[config.mk]
export PLATFORM = sky130hd
export DESIGN_NAME = salru_queue
export DESIGN_NICKNAME = d
export VERILOG_FILES = /design/src/rtl/salru_pkg.sv /design/src/rtl/salru_queue.sv
export SDC_FILE = /design/constraint.sdc
export NUM_CORES = 1
export LEC_CHECK = 0
export BUFFER_PORTS_ARGS = -buffer_cell sky130_fd_sc_hd__buf_2
export CORE_MARGIN = 2
export CORE_UTILIZATION = 46
export DETAILED_ROUTE_END_ITERATION = 12
export HOLD_SLACK_MARGIN = 0.02
export PLACE_DENSITY = 0.74
export REMOVE_ABC_BUFFERS = 1
export SLEW_MARGIN = 10
export SYNTH_ARGS = -nofsm -noshare
export SYNTH_HDL_FRONTEND = slang
export SYNTH_SLANG_ARGS = --single-unit
[constraint.sdc]
create_clock -name clk_i -period 11.5 [get_ports clk_i]
set_input_delay 2.3 -clock clk_i [delete_from_list [all_inputs] [get_ports clk_i]]
set_output_delay 2.3 -clock clk_i [all_outputs]
set_load 0.01 [all_outputs]
[src/rtl/salru_pkg.sv]
// Shared types and constants of the set-associative LRU cache tag model.
package salru_pkg;

  localparam int MAX_SET_BITS = 6;
  localparam int MAX_WAYS     = 8;

  localparam int SETS    = 1 << MAX_SET_BITS;
  localparam int SET_W   = (MAX_SET_BITS > 0) ? MAX_SET_BITS : 1;
  localparam int WAY_W   = (MAX_WAYS > 1) ? $clog2(MAX_WAYS) : 1;
  localparam int WCNT_W  = $clog2(MAX_WAYS + 1);
  localparam int AGE_W   = WAY_W;
  localparam int AGE_MAX = MAX_WAYS - 1;

  localparam int ADDR_W = 64;
  localparam int TAG_W  = 64;
  localparam int CNT_W  = 32;

  localparam int SETB_W     = 3;
  localparam int BLKB_W     = 6;
  localparam int WAYSC_W    = 4;
  localparam int CFG_IDX_W  = 2;
  localparam int CFG_DATA_W = 6;

  localparam int IN_TDATA_W  = ADDR_W;
  localparam int IN_TUSER_W  = 2;
  localparam int OUTCOME_W   = 2;
  localparam int OUT_PAD_W   = (((OUTCOME_W + 3 * CNT_W + 7) / 8) * 8) - OUTCOME_W - 3 * CNT_W;
  localparam int OUT_TDATA_W = OUTCOME_W + 3 * CNT_W + OUT_PAD_W;

  localparam int QDEPTH = 2;
  localparam int QPTR_W = (QDEPTH > 1) ? $clog2(QDEPTH) : 1;
  localparam int QCNT_W = $clog2(QDEPTH + 1);

  typedef enum logic [IN_TUSER_W-1:0] {
    OP_LOAD   = 2'd0,
    OP_STORE  = 2'd1,
    OP_MODIFY = 2'd2,
    OP_IFETCH = 2'd3
  } opcode_e;

  typedef enum logic [OUTCOME_W-1:0] {
    OC_HIT   = 2'd0,
    OC_MISS  = 2'd1,
    OC_EVICT = 2'd2
  } outcome_e;

  typedef enum logic [CFG_IDX_W-1:0] {
    CFG_SET_BITS   = 2'd0,
    CFG_BLOCK_BITS = 2'd1,
    CFG_WAYS       = 2'd2
  } cfg_idx_e;

  typedef struct packed {
    logic [SETB_W-1:0]  set_bits;
    logic [BLKB_W-1:0]  block_bits;
    logic [WAYSC_W-1:0] ways_in_use;
  } cfg_t;

  // One classified access waiting for the lookup engine.
  typedef struct packed {
    logic [SET_W-1:0]  set_idx;
    logic [TAG_W-1:0]  tag;
    logic              modify;
    logic [WCNT_W-1:0] ways;
  } req_t;

  // One set of the tag store.
  typedef struct packed {
    logic [MAX_WAYS-1:0]            valid;
    logic [MAX_WAYS-1:0][AGE_W-1:0] age;
    logic [MAX_WAYS-1:0][TAG_W-1:0] tag;
  } row_t;

endpackage

[src/rtl/salru_queue.sv]
// Short request queue between the front end and the lookup engine.
module salru_queue (
  input  logic            clk_i,
  input  logic            rst_ni,
  input  logic            push_i,
  input  salru_pkg::req_t push_req_i,
  output logic            full_o,
  input  logic            pop_i,
  output salru_pkg::req_t head_o,
  output logic            empty_o
);
  import salru_pkg::*;

  req_t              entry_q [QDEPTH];
  logic [QPTR_W-1:0] wr_ptr_q, wr_ptr_d;
  logic [QPTR_W-1:0] rd_ptr_q, rd_ptr_d;
  logic [QCNT_W-1:0] count_q, count_d;

  assign full_o  = (count_q == QCNT_W'(QDEPTH));
  assign empty_o = (count_q == '0);
  assign head_o  = entry_q[rd_ptr_q];

  always_comb begin
    wr_ptr_d = wr_ptr_q;
    rd_ptr_d = rd_ptr_q;
    count_d  = count_q;
    if (push_i) begin
      wr_ptr_d = (wr_ptr_q == QPTR_W'(QDEPTH - 1)) ? '0 : wr_ptr_q + 1'b1;
    end
    if (pop_i) begin
      rd_ptr_d = (rd_ptr_q == QPTR_W'(QDEPTH - 1)) ? '0 : rd_ptr_q + 1'b1;
    end
    if (push_i && !pop_i) begin
      count_d = count_q + 1'b1;
    end else if (pop_i && !push_i) begin
      count_d = count_q - 1'b1;
    end
  end

  always_ff @(posedge clk_i or negedge rst_ni) begin
    if (!rst_ni) begin
      wr_ptr_q <= '0;
      rd_ptr_q <= '0;
      count_q  <= '0;
    end else begin
      wr_ptr_q <= wr_ptr_d;
      rd_ptr_q <= rd_ptr_d;
      count_q  <= count_d;
    end
  end

  always_ff @(posedge clk_i) begin
    if (push_i) begin
      entry_q[wr_ptr_q] <= push_req_i;
    end
  end

endmodule

Word level (Yosys, flattened, before mapping). Memory sizes are Yosys's and may differ from the RTL's. Cells that the tools add are included.

Bits in registers: 4. Bits in writable memories: 150. Memories: 1.

Add/sub/neg operators: 4. Eq/ne operators: 1. Muxes and demuxes: 6. Reductions and logical operators: 6.

Memory list: entry_q (depth 2, width 75, rd ports 1, clocked after memory_dff 0, wr ports 1, RTL line salru_queue.sv:14) `req_t entry_q [QDEPTH];`.

Operators with widths (count): $mux 1 (4); $mux 2 (2); $add 1x1->1 const B (2); $add 2x1->2 const B (1); $eq 2x2->1 const B (1); $logic_and 1x1->1 (2); $logic_not 1->1 (2); $logic_not 2->1 (1); $reduce_bool 2->1 (1); $sub 2x1->2 const B (1).

Longest topological paths before layout.
Depth after elaboration: 4. Mapped depth: 5. Gate-level depth less buffers: 5.

Worst setup path after synthesis. No wires, ideal clock.

Path kind: in2reg. Start point: in push_i. End point: mem entry_q[0][0] in the netlist's numbering, enable pin. Arrival: 5.584 ns. Path slack: 5.398 ns. Stages on the path: 1. Path buffers: 0. Cell sequence: nor2b_1.

Longest elaborated chain between the ends: 2.

RTL lines: start: declaration (RTL line salru_queue.sv:5) `input logic push_i,`; $mux 1 (RTL line salru_queue.sv:53) `if (push_i) begin`; $mux 1 (implied by the code) (RTL line salru_queue.sv:54) `entry_q[wr_ptr_q] <= push_req_i;`; end: declaration (RTL line salru_queue.sv:14).

Every way passes these cells.

==> results.py <==
metrics = {
    "final_layout": {
        "drive_gt1_share_pct": 61.31,
        "nFillCells": 932,
        "syn_to_final_growth_pct": 26.58,
        "nets": 497,
        "n_antenna_cell": 0,
        "final_cell_area_um2": 7282,
    },
    "power_and_ir_drop": {
        "switching_power_uw": 493.4,
        "sw_frac_of_total_pct": 26.96,
        "power.internal_uw": 1337,
        "p_clk_share_pct": 29.7,
        "powerDensity_nw_per_um2": 251.3,
        "vdd_drop_max_mv": 0.1796,
        "comb_power_share_pct": 26.3,
        "seq_power_share_pct": 43.9,
        "design_power_total_uw": 1830,
        "power.leakage_uw": 0.002869,
    },
    "floorplanning": {
        "die-area_um2": 13420,
        "fp.dieH_um": 115.8,
        "ioPinCount": 156,
        "start_util_pct": 47.50,
        "die_w_um": 115.8,
        "core_um2": 12110,
        "fp-row-count": 40,
    },
    "grt": {
        "grt_pass1_wl_um": 13810,
        "grt_pass1_vias": 2942,
        "grt_max_degree": 76,
        "antenna_found_initial": 0,
        "gr-total-overflow": 0,
        "track_usage_pct": 14.12,
    },
    "clock_network": {
        "cts_resized": 0,
        "root_buffer": "clkbuf_16",
        "cts_max_level": 4,
        "cts.path.max_buffers": 2,
        "path_clk_slew_ns": 0.06,
        "cts_setup_buffers": 0,
        "holdBufCountCts": 0,
        "numCtsBuffers": 17,
        "cts_tree": "built",
        "cts_sinks": 154,
        "clock_latency_ns": 0.41,
    },
    "synthesis": {
        "synth_ff_type": "edfxtp_1",
        "postSynthCellCount": 249,
        "yosysSeqAreaShare_pct": 80.03,
        "syn_avg_cell_area_um2": 23.10,
        "yosys-top-cells-count": "150 x edfxtp_1, 40 x mux2_4, 35 x mux2_2",
        "netlist_area_um2": 5753,
        "ys_seq_elements": 154,
        "synth_cell_types": 14,
        "synth_warnings": 0,
        "async_reset_ff_share_pct": 2.597,
        "synthTopCellsByArea": "edfxtp_1 78%, mux2_4 10%, mux2_2 6.9%",
        "synth_edf_count": 150,
        "synth_most_common_cell": "edfxtp_1",
        "synth.largest_area_cell": "edfxtp_1",
        "yosysTopAreaCellShare_pct": 78.29,
    },
    "placed_design": {
        "gp_routability_congestion": 0.6948,
        "dp_hpwl_um": 6056,
        "postPlaceCellArea_um2": 6700,
        "port_buffers": 155,
    },
    "setup_path": {
        "crit_type": "reg2out",
        "critPathArrivalTime_ns": 2.43,
        "startpoint": "rd_ptr_q",
        "required_ns": 9.20,
        "cpMaxStageDelayCell": "dfrtp_4",
        "r2r-start": "wr_ptr_q",
        "slowest_delay_ns": 0.78,
        "start_kind": "flip-flop",
        "crit_fanout": 40,
        "crit_chain": "buf_4 > mux2_2 > buf_2",
        "end_kind": "output pin",
    },
    "sta": {
        "post-route-period-util_pct": 41.13,
        "fin_crit_ns": 4.730,
        "hold_violations": 0,
        "tns_ns": 0,
        "relSlewSlack_pct": 26.94,
        "finClkSkew_ns": 0.005341,
        "fmax_ghz": 0.2114,
        "setup_viol": 0,
        "tightest_slew_ns": 1.094,
        "final_max_slew_viol_count": 0,
        "rsz0062_at_grt": "no",
    },
    "routing": {
        "dr_total_vias": 2819,
        "firstDrtPassIters": 4,
        "routed_wl_um": 9390,
        "drt-initial-drc-count": 174,
        "wl_per_cell_um": 15.73,
        "ant_nets": 0,
        "drcViolationCount": 0,
        "routed_via_density": 4.722,
    },
    "job": {
        "cap_violations": 0,
    },
    "min_path": {
        "hold_class": "reg2reg",
        "min_from": "count_q[1]",
    },
    "outcome": {
        "outcome": "complete, no violations",
    },
}
-- final timing paths --
kind,endpoint,slack [ns],depth (start not counted)
max reg2reg,entry_q[0][41],9.20,2
max,head_o[58],6.77,3
min reg2reg,count_q[1],0.51,1
min,count_q[1],0.51,1
min in group asynchronous,wr_ptr_q,1.68,1
max in group asynchronous,rd_ptr_q,9.68,1
-- metal layers --
metal	track usage (%)	wire length [µm]	up-vias
li1	-	-	1322
met1	16.12	3947	1370
met2	22.85	4527	111
met3	6.015	737	16
met4	7.222	177	0
met5	0	0	-
-- cell usage in the layout (no fill, tap or decap), drive strengths merged --
cell type and count:
nor2b 2, and2 1, nor2 2, clkinv 6
dfrtp 4, inv 2, xor2 4, clkbuf 18
mux2 75, buf 157, ha 1, bufinv 3
clkinvlp 3, xnor2 1, edfxtp 150
-- flip-flops by register name (all words and copies together) (netlist names) --
| signal | cells |
|---|---|
| rd_ptr_q | 1 |
| count_q | 2 |
| wr_ptr_q | 1 |
| entry_q | 150 |
-- stage by stage --
step                      hold WS [ns]  setup WS [ns]  util, %  instances
final                           0.5062          6.770    60.12        597
after CTS                       0.5134          6.704    60.12        597
after floorplan                 0.4555          5.398        -        241
after global placement          0.4741          7.163    55.32        566
after detailed placement        0.4991          7.118    55.32        566
after global routing            0.5353          6.607    60.12        597
-- power groups by stage --
| stage | Sequential, µW | Clock [µW] | Combinational [µW] |
|---|---|---|---|
| after global placement | 811 | 0 | 488 |
| after detailed placement | 818 | 0 | 492 |
| after global routing | 817 | 576 | 522 |
| final | 804 | 544 | 482 |
| after CTS | 807 | 554 | 494 |
| after floorplan | 832 | 0 | 322 |
-- worst max-delay path, delay by kind of cell, from the launching register on --
family   cells  cell delay (ns)
mux          1             0.41
flops        1             0.78
buf+inv      2             0.80
-- cell type report --
class	count	area [µm²]	share of cell area, %
clock buffers	18	429.2	5.893
repair buffers	157	790.8	10.86
inverters	1	3.754	0.05155
well taps	168	210.2	2.887
clock inverters	13	152.6	2.096
multi-input cells	86	1087	14.93
flip-flops and latches	154	4608	63.28
-- logic make-up (layout without fill, tap and decap cells) --
kind of cell / Yosys count / in the layout / synth area share [%]
buffers and inverters: 9 / 189 / 1.240
xor gates and xnor gates: 5 / 5 / 0.7612
DFF: 154 / 154 / 80.03
and+or+nand+nor: 5 / 5 / 0.4568
adders and majority gates: 1 / 1 / 0.2175
muxes: 75 / 75 / 17.29
Power figures use the tool's default switching activity.
