**config.mk**
```make
export PLATFORM = sky130hd
export DESIGN_NAME = salru_front
export DESIGN_NICKNAME = d
export VERILOG_FILES = /design/src/rtl/salru_pkg.sv /design/src/rtl/salru_front.sv
export SDC_FILE = /design/constraint.sdc
export NUM_CORES = 1
export LEC_CHECK = 0
export ABC_AREA = 1
export ABC_CLOCK_PERIOD_IN_PS = 7900
export BUFFER_PORTS_ARGS = -buffer_cell sky130_fd_sc_hd__buf_2
export CAP_MARGIN = 20
export CORE_ASPECT_RATIO = 1.2
export CORE_MARGIN = 5
export CORE_UTILIZATION = 45
export DETAILED_ROUTE_END_ITERATION = 7
export GPL_ROUTABILITY_DRIVEN = 1
export GPL_TIMING_DRIVEN = 1
export PLACE_DENSITY = 0.75
export SLEW_MARGIN = 20
export SYNTH_ARGS = -nofsm -noshare
export SYNTH_HDL_FRONTEND = slang
export SYNTH_SLANG_ARGS = --single-unit
```
**constraint.sdc**
```tcl
create_clock -name vclk -period 7.9
set_input_delay 0.79 -clock vclk [all_inputs]
set_output_delay 0.79 -clock vclk [all_outputs]
set_load 0.05 [all_outputs]
```
**src/rtl/salru_pkg.sv**
```systemverilog
// Shared types and constants of the set-associative LRU cache tag model.
package salru_pkg;

  localparam int MAX_SET_BITS = 6;
  localparam int MAX_WAYS     = 8;

  localparam int SETS    = 1 << MAX_SET_BITS;
  localparam int SET_W   = (MAX_SET_BITS > 0) ? MAX_SET_BITS : 1;
  localparam int WAY_W   = (MAX_WAYS > 1) ? $clog2(MAX_WAYS) : 1;
  localparam int WCNT_W  = $clog2(MAX_WAYS + 1);
  localparam int AGE_W   = WAY_W;
  localparam int AGE_MAX = MAX_WAYS - 1;

  localparam int ADDR_W = 64;
  localparam int TAG_W  = 64;
  localparam int CNT_W  = 32;

  localparam int SETB_W     = 3;
  localparam int BLKB_W     = 6;
  localparam int WAYSC_W    = 4;
  localparam int CFG_IDX_W  = 2;
  localparam int CFG_DATA_W = 6;

  localparam int IN_TDATA_W  = ADDR_W;
  localparam int IN_TUSER_W  = 2;
  localparam int OUTCOME_W   = 2;
  localparam int OUT_PAD_W   = (((OUTCOME_W + 3 * CNT_W + 7) / 8) * 8) - OUTCOME_W - 3 * CNT_W;
  localparam int OUT_TDATA_W = OUTCOME_W + 3 * CNT_W + OUT_PAD_W;

  localparam int QDEPTH = 2;
  localparam int QPTR_W = (QDEPTH > 1) ? $clog2(QDEPTH) : 1;
  localparam int QCNT_W = $clog2(QDEPTH + 1);

  typedef enum logic [IN_TUSER_W-1:0] {
    OP_LOAD   = 2'd0,
    OP_STORE  = 2'd1,
    OP_MODIFY = 2'd2,
    OP_IFETCH = 2'd3
  } opcode_e;

  typedef enum logic [OUTCOME_W-1:0] {
    OC_HIT   = 2'd0,
    OC_MISS  = 2'd1,
    OC_EVICT = 2'd2
  } outcome_e;

  typedef enum logic [CFG_IDX_W-1:0] {
    CFG_SET_BITS   = 2'd0,
    CFG_BLOCK_BITS = 2'd1,
    CFG_WAYS       = 2'd2
  } cfg_idx_e;

  typedef struct packed {
    logic [SETB_W-1:0]  set_bits;
    logic [BLKB_W-1:0]  block_bits;
    logic [WAYSC_W-1:0] ways_in_use;
  } cfg_t;

  // One classified access waiting for the lookup engine.
  typedef struct packed {
    logic [SET_W-1:0]  set_idx;
    logic [TAG_W-1:0]  tag;
    logic              modify;
    logic [WCNT_W-1:0] ways;
  } req_t;

  // One set of the tag store.
  typedef struct packed {
    logic [MAX_WAYS-1:0]            valid;
    logic [MAX_WAYS-1:0][AGE_W-1:0] age;
    logic [MAX_WAYS-1:0][TAG_W-1:0] tag;
  } row_t;

endpackage

```
**src/rtl/salru_front.sv**
```systemverilog
// Front end: accepts accesses, drops fetches and splits the address into set and tag.
module salru_front (
  input  salru_pkg::cfg_t                       cfg_i,
  input  logic                                  s_valid_i,
  output logic                                  s_ready_o,
  input  logic [salru_pkg::IN_TDATA_W-1:0]      s_data_i,
  input  logic [salru_pkg::IN_TUSER_W-1:0]      s_user_i,
  output logic                                  push_o,
  output salru_pkg::req_t                       push_req_o,
  input  logic                                  full_i
);
  import salru_pkg::*;

  logic [SETB_W-1:0] sb;
  logic [BLKB_W:0]   shift_total;
  logic [ADDR_W-1:0] shifted;
  logic [SET_W-1:0]  set_mask;
  logic [WCNT_W-1:0] ways;
  logic              is_fetch;

  assign sb = (int'(cfg_i.set_bits) > MAX_SET_BITS) ? SETB_W'(MAX_SET_BITS) : cfg_i.set_bits;

  assign shifted     = s_data_i >> cfg_i.block_bits;
  assign set_mask    = ~({SET_W{1'b1}} << sb);
  assign shift_total = {1'b0, cfg_i.block_bits} + (BLKB_W + 1)'(sb);

  always_comb begin
    if (cfg_i.ways_in_use == '0) begin
      ways = WCNT_W'(1);
    end else if (int'(cfg_i.ways_in_use) > MAX_WAYS) begin
      ways = WCNT_W'(MAX_WAYS);
    end else begin
      ways = WCNT_W'(cfg_i.ways_in_use);
    end
  end

  always_comb begin
    push_req_o.set_idx = shifted[SET_W-1:0] & set_mask;
    // Offset plus index bits that cover the whole address leave a zero tag.
    push_req_o.tag     = (shift_total >= (BLKB_W + 1)'(ADDR_W)) ? '0
                                                                 : s_data_i >> shift_total;
    push_req_o.modify  = (opcode_e'(s_user_i) == OP_MODIFY);
    push_req_o.ways    = ways;
  end

  assign is_fetch  = (opcode_e'(s_user_i) == OP_IFETCH);
  assign s_ready_o = !full_i;
  assign push_o    = s_valid_i && !full_i && !is_fetch;

endmodule

```
After elaboration in Yosys (flattened, before gate mapping)
Cells that the tools add are included.

Order comparisons: 3. Equality and inequality tests: 2. Reduce and logical (&&, ||, !) cells: 5. Mux-type cells: 4. Add/subtract/negate cells: 1. Bitwise logic cells: 2. Shift operators: 3.

Operators with widths (count): $mux W64 (1); $shr A64 B6 Y6 (1); $shr A64 B7 Y64 (1); $mux W4 (2); $add A6 B3 Y7 (1); $ge A7 B7 Y1 const B (1); $and A6 B6 Y6 (1); $not A6 Y6 (1); $shl A6 B3 Y6 const A (1); $eq A2 B2 Y1 const B (2); $gt A4 B4 Y1 const B (1); $logic_not A4 Y1 (1); $gt A3 B3 Y1 const B (1); $mux W3 (1); $logic_and A1 B1 Y1 (2); $logic_not A1 Y1 (2).

Input port bits: 81. Word-level logic and storage cells: 20. Flip-flop bits (word level): 0. Output and inout port bits: 77.

Depth between registers and ports, before layout
Gate-level depths: netlist of the first run.

Depth in word-level cells: 5. Depth in mapped cells: 18. Depth with buffers taken out: 16.

Least setup slack after synthesis of the first run
Ideal clock, no wire load.

Path type: input to output. From: input cfg_i[5] in the netlist's numbering. To: output push_req_o[28] in the netlist's numbering. Required time: 7.110 ns. Arrival: 3.723 ns. Path buffers: 5. Setup slack: 3.387 ns. Stages on the path: 13. Cell sequence: clkinv_1 > buf_2 > buf_1 > fa_1 > buf_2 > buf_1 > clkbuf_1 > nand2_1 > nand3_1 > nand3_1 > nand3_1 > nand2_1 > a21oi_1.

RTL lines: from (decl) (line salru_front.sv:3) `input salru_pkg::cfg_t cfg_i,`; to (decl) (line salru_front.sv:9) `output salru_pkg::req_t push_req_o,`.

==> results.ini, run 1 <==
[timing]
hold_slack_ps = 1890
max_slew_margin = 0.290
post-route-period-util = 0.781
layout_min_cycle_time_ps = 6170
setup_tns_ps = 0
drv_slew = 0
layout_setup_ws_ps = 1730
setup_violations = 0
worstMarginPinSlew_ps = 1060
timing.fmax_mhz = 162
finalHoldViolCount = 0
rsz0062_at_grt = no

[floorplan]
start_util = 0.458
die_area_mm2 = 0.0186
boundaryPins = 158
core-area_mm2 = 0.0156
die_x_um = 125
rows = 50
die_height_um = 148

[critical_path]
crit_fanout = 70
cp.arrival_ps = 5380
crit_type = in -> out
critPathCaptureType = primary output
critPathLaunch = cfg_i[5]
startpoint_type = input port
cp-endpoint = push_req_o[19]
critPathRequiredTime_ps = 7110

[grt]
antenna_found_initial = 0
grt_max_degree = 96
grt_pass1_wl_mm = 46.5
grt_pass1_vias = 9054
grt_overflow = 0
grt_usage = 0.293

[layout]
drive_above_1_share = 0.149
finalNonFillerCells = 1792
postLayoutCoreUtil = 0.495
area_delta_synth_final_pct = 8.06
seq_cell_count = 0
seqCellArea_um2 = 0
clock_buffers = 0
final_nets = 1671
n_antenna_cell = 0
final_area_mm2 = 0.00775
multi_input_area_mm2 = 0.00634
fillerInstances = 1862

[logic_synthesis]
netlist.area_leader.share = 0.332
synth_nets = 1615
synth_top_family_by_area = simple AND/OR/NAND/NOR gates
synthesis.area_mm2 = 0.00717
synth_adder_area_share = 0.00803
synth_mux_area_frac = 0.00419
yosys.area_share.simple = 0.739
seq_area_frac_synth = 0
yosysTopAreaCell = nand3_1
synthCells = 1530
yosys-top-cells-count = nand2_1 (556), nand3_1 (475), o21ai_0 (100)
synth_compound_area_frac = 0.117
synthTopCellsByArea = nand3_1 (33%), nand2_1 (29%), o21ai_0 (7.0%)
synthXorXnorAreaFrac = 0.00960
synth_cell_types = 42
yosysMostFrequentCell = nand2_1
syn_avg_cell_area_um2 = 4.69
yosys_warnings = 0

[detailed_routing]
top_layer = met4
met2_wirelength_mm = 13.3
antenna_left = 0
via_per_inst = 5.99
wirelength_met1_mm = 12.7
vias = 10700
remaining_drc_errors = 0
drt_iter0_drc = 1687
met3_length_mm = 2.85
avgRoutedWirePerCell_um = 16.7
drt_wl_total_mm = 29.9
firstDrtPassIters = 7

[place]
dp_slack_ps = 2230
gp_congestion = 0.977
dpl_cell_area_mm2 = 0.00774
port_buffers = 158
dp_cells = 1791
post-dp-hpwl_mm = 23.1

[power_and_ir_drop]
leakagePower_nw = 4.26
powerDensity_mw_per_mm2 = 158
power_mw = 1.22
vdd_ir_drop_max_mv = 0.176

[status]
status = complete, no violations

[hold_path]
min_path_type = in -> out

[run]
max-cap-violations = 0

[cts]
postCtsSetupBuffers = 0
cts_hold_buffers = 0
ctsResizeCount = 0

area by class of cell:
| cell class | count | share of cell area |
|---|---|---|
| Multi-Input combinational cell | 1341 | 0.819 |
| Timing Repair Buffer | 166 | 0.110 |
| Tap cell | 208 | 0.0336 |
| Inverter | 77 | 0.0375 |
worst max-delay path, stage by stage:
cell and delay, ps:
buf_2 580, clkinv_1 300, fa_2 620, buf_4 580
clkinv_2 970, nor2_1 430, inv_1 90, nor2_1 140
inv_1 80, o21ai_0 220, nand3_1 180, nand2_1 110
buf_2 270
per-layer routing:
metal	track usage	up-vias
li1	-	5231
met1	0.418	4742
met2	0.467	685
met3	0.0269	80
met4	0.0911	0
met5	0	-
power breakdown:
group | internal, mW | switching (mW) | total [mW]
registers | 0 | 0 | 0
logic | 0.314 | 0.908 | 1.22
clock network | 0 | 0 | 0
kinds of logic after synthesis:
logic type	count (synthesis)
and+or+nand+nor	1172
AOI/OAI and AO/OA	158
buffers and inverters	189
muxes	3
adders and majority gates	4
xor gates and xnor gates	4
worst min path at each step:
stage,cells past startpoint,endpoint,slack [ps],startpoint
floorplan,1,push_req_o[0],1750,cfg_i[3]
global placement,3,s_ready_o,1890,full_i
detailed placement,3,s_ready_o,1890,full_i
CTS,3,s_ready_o,1890,full_i
global route,2,push_req_o[3],1920,cfg_i[3]
finish,3,s_ready_o,1890,full_i
placed cells by master, fill, tap and decap left out, drive strengths merged, types with 4 or more instances in the layout:
cell,count
a21oi,37
or2,22
o211ai,10
nand4,13
nand2,572
inv,74
xor2,4
nor2,70
o21ai,103
buf,166
nand3,490
nor3,4
(Power assumes the default switching activity.)
==> inputs of run 2 (changes only) <==
ABC_CLOCK_PERIOD_IN_PS = 5600   (was 7900)
PLACE_DENSITY = 0.78   (was 0.75)
clock period = 5.6 ns   (was 7.9 ns; I/O delays follow)
==> results.ini, run 2 (synthesis gave the netlist of run 1 again) <==
[status]
status = complete, no violations  ; unchanged

[timing]
layout_min_cycle_time_ps = 4460
rsz0062_at_grt = no  ; unchanged
setup_tns_ps = 0  ; unchanged
max_slew_margin = 0.265  ; was 0.290
post-route-period-util = 0.797
drv_slew = 0  ; unchanged
worstMarginPinSlew_ps = 1100  ; was 1060 ps
hold_slack_ps = 1430  ; was 1890 ps
setup_violations = 0  ; unchanged
timing.fmax_mhz = 224
finalHoldViolCount = 0  ; unchanged

[cts]
postCtsSetupBuffers = 0  ; unchanged
ctsResizeCount = 0  ; unchanged
cts_hold_buffers = 0  ; unchanged

[detailed_routing]
via_per_inst = 5.94  ; was 5.99
firstDrtPassIters = 7  ; unchanged
drt_wl_total_mm = 30.4  ; was 29.9 mm
vias = 10700  ; about the same
antenna_left = 0  ; unchanged
drt_iter0_drc = 1861  ; was 1,687
avgRoutedWirePerCell_um = 16.9  ; was 16.7 um
remaining_drc_errors = 0  ; unchanged

[critical_path]
critPathCaptureType = primary output  ; unchanged
worst-path-buf-inv = 7  ; unchanged
cpLargestDelayFamily = buffers and inverters  ; unchanged
cpPeakStageDelay_ps = 480  ; was 970 ps
crit_fanout = 44  ; was 70
crit_slowest_cell = buf_4  ; was clkinv_2
startpoint_type = input port  ; unchanged
cp.arrival_ps = 3900  ; was 5380 ps
critPathRequiredTime_ps = 5040  ; was 7110 ps
cp_cell_sequence = buf_2, nand2_4, nand2_4, inv_1, ha_1, inv_1, fa_2, nand2_1, nand2_2, inv_2, buf_4, nand3_1, nand3_1, nand3_1, nand3_1, nand2_1, inv_1, buf_2  ; was buf_2, clkinv_1, fa_2, buf_4, clkinv_2, nor2_1, inv_1, nor2_1, inv_1, o21ai_0, nand3_1, nand2_1, buf_2
cp_common_cell = nand3_1
path_depth = 18  ; was 13
crit_type = in -> out  ; unchanged

[grt]
antenna_found_initial = 0  ; unchanged
grt_overflow = 0  ; unchanged
grt_pass1_wl_mm = 47.8  ; was 46.5 mm
grt_pass1_vias = 9232  ; was 9,054
grt_max_degree = 96  ; unchanged
grt_usage = 0.303  ; was 0.293

[power_and_ir_drop]
power_mw = 1.74  ; was 1.22 mW
powerDensity_mw_per_mm2 = 223  ; was 158 mW/mm^2
vdd_ir_drop_max_mv = 0.218  ; was 0.176 mV
leakagePower_nw = 4.27  ; was 4.26 nW

[layout]
seqCellArea_um2 = 0  ; unchanged
drive_above_1_share = 0.150  ; was 0.149
n_antenna_cell = 0  ; unchanged
layout.cells.most_common_list = nand2_1 (555), nand3_1 (475), buf_2 (158)  ; unchanged
fillerInstances = 1835  ; was 1,862
seq_cell_count = 0  ; unchanged
clock_buffers = 0  ; unchanged
final_common_cell = nand2_1  ; unchanged
area_delta_synth_final_pct = 8.36  ; was 8.06%
final_nets = 1674  ; was 1,671
postLayoutCoreUtil = 0.497  ; was 0.495
multi_input_area_mm2 = 0.00634  ; unchanged

[floorplan]
start_util = 0.458  ; unchanged
die_area_mm2 = 0.0186  ; unchanged
die_x_um = 125  ; unchanged
core-area_mm2 = 0.0156  ; unchanged
die_height_um = 148  ; unchanged
boundaryPins = 158  ; unchanged
rows = 50  ; unchanged

[place]
gp_congestion = 1.02  ; was 0.977
post-dp-hpwl_mm = 24.0  ; was 23.1 mm
port_buffers = 158  ; unchanged

[hold_path]
holdPathStages = 3  ; unchanged
min_path_type = in -> out  ; unchanged
holdCritStartpoint = full_i  ; unchanged
min_to = s_ready_o  ; unchanged

[run]
max-cap-violations = 0  ; unchanged

run 2: cell count changes in the layout (fill, tap and decap cells not counted):
cell | previous run | this run
buf_4 | 8 | 11
clkinv_2 | 1 | 0
inv_1 | 67 | 68
run 2: final cells by class:
class | count | share of cell area
inverter | 77 | 0.0372
tap | 208 | 0.0335
multi-input combinational | 1341 | 0.817
timing repair buffer | 169 | 0.112
run 2: per-stage QoR:
step                setup slack, ps  area, um^2  std cells
finish                         1140        7770       1795
global route                    895        7770       1795
CTS                            1190        7770       1795
detailed placement             1200        7770       1795
global placement               1270        7770       1795
floorplan                      1550        7170       1530
run 2: where the power goes:
part / switching (mW) / total, mW / leakage, nW / internal [mW]
sequential: 0 / 0 / 0 / 0
clock: 0 / 0 / 0 / 0
combinational: 1.29 / 1.74 / 4.27 / 0.445
run 2: worst max path at each step:
stage	endpoint	start	slack, ps
2_1_floorplan	push_req_o[28]	cfg_i[5]	1550
3_3_place_gp	push_req_o[34]	cfg_i[12]	1270
3_5_place_dp	push_req_o[34]	cfg_i[12]	1200
4_1_cts	push_req_o[34]	cfg_i[12]	1190
5_1_grt	push_req_o[17]	cfg_i[4]	890
6_report	push_req_o[34]	cfg_i[12]	1140
run 2: layer usage:
metal / vias up / track usage / share of wire
met5: - / 0 / 0
met4: 0 / 0.0938 / 0.035
met3: 82 / 0.0341 / 0.11
met2: 748 / 0.482 / 0.44
met1: 4598 / 0.429 / 0.41
li1: 5240 / - / -
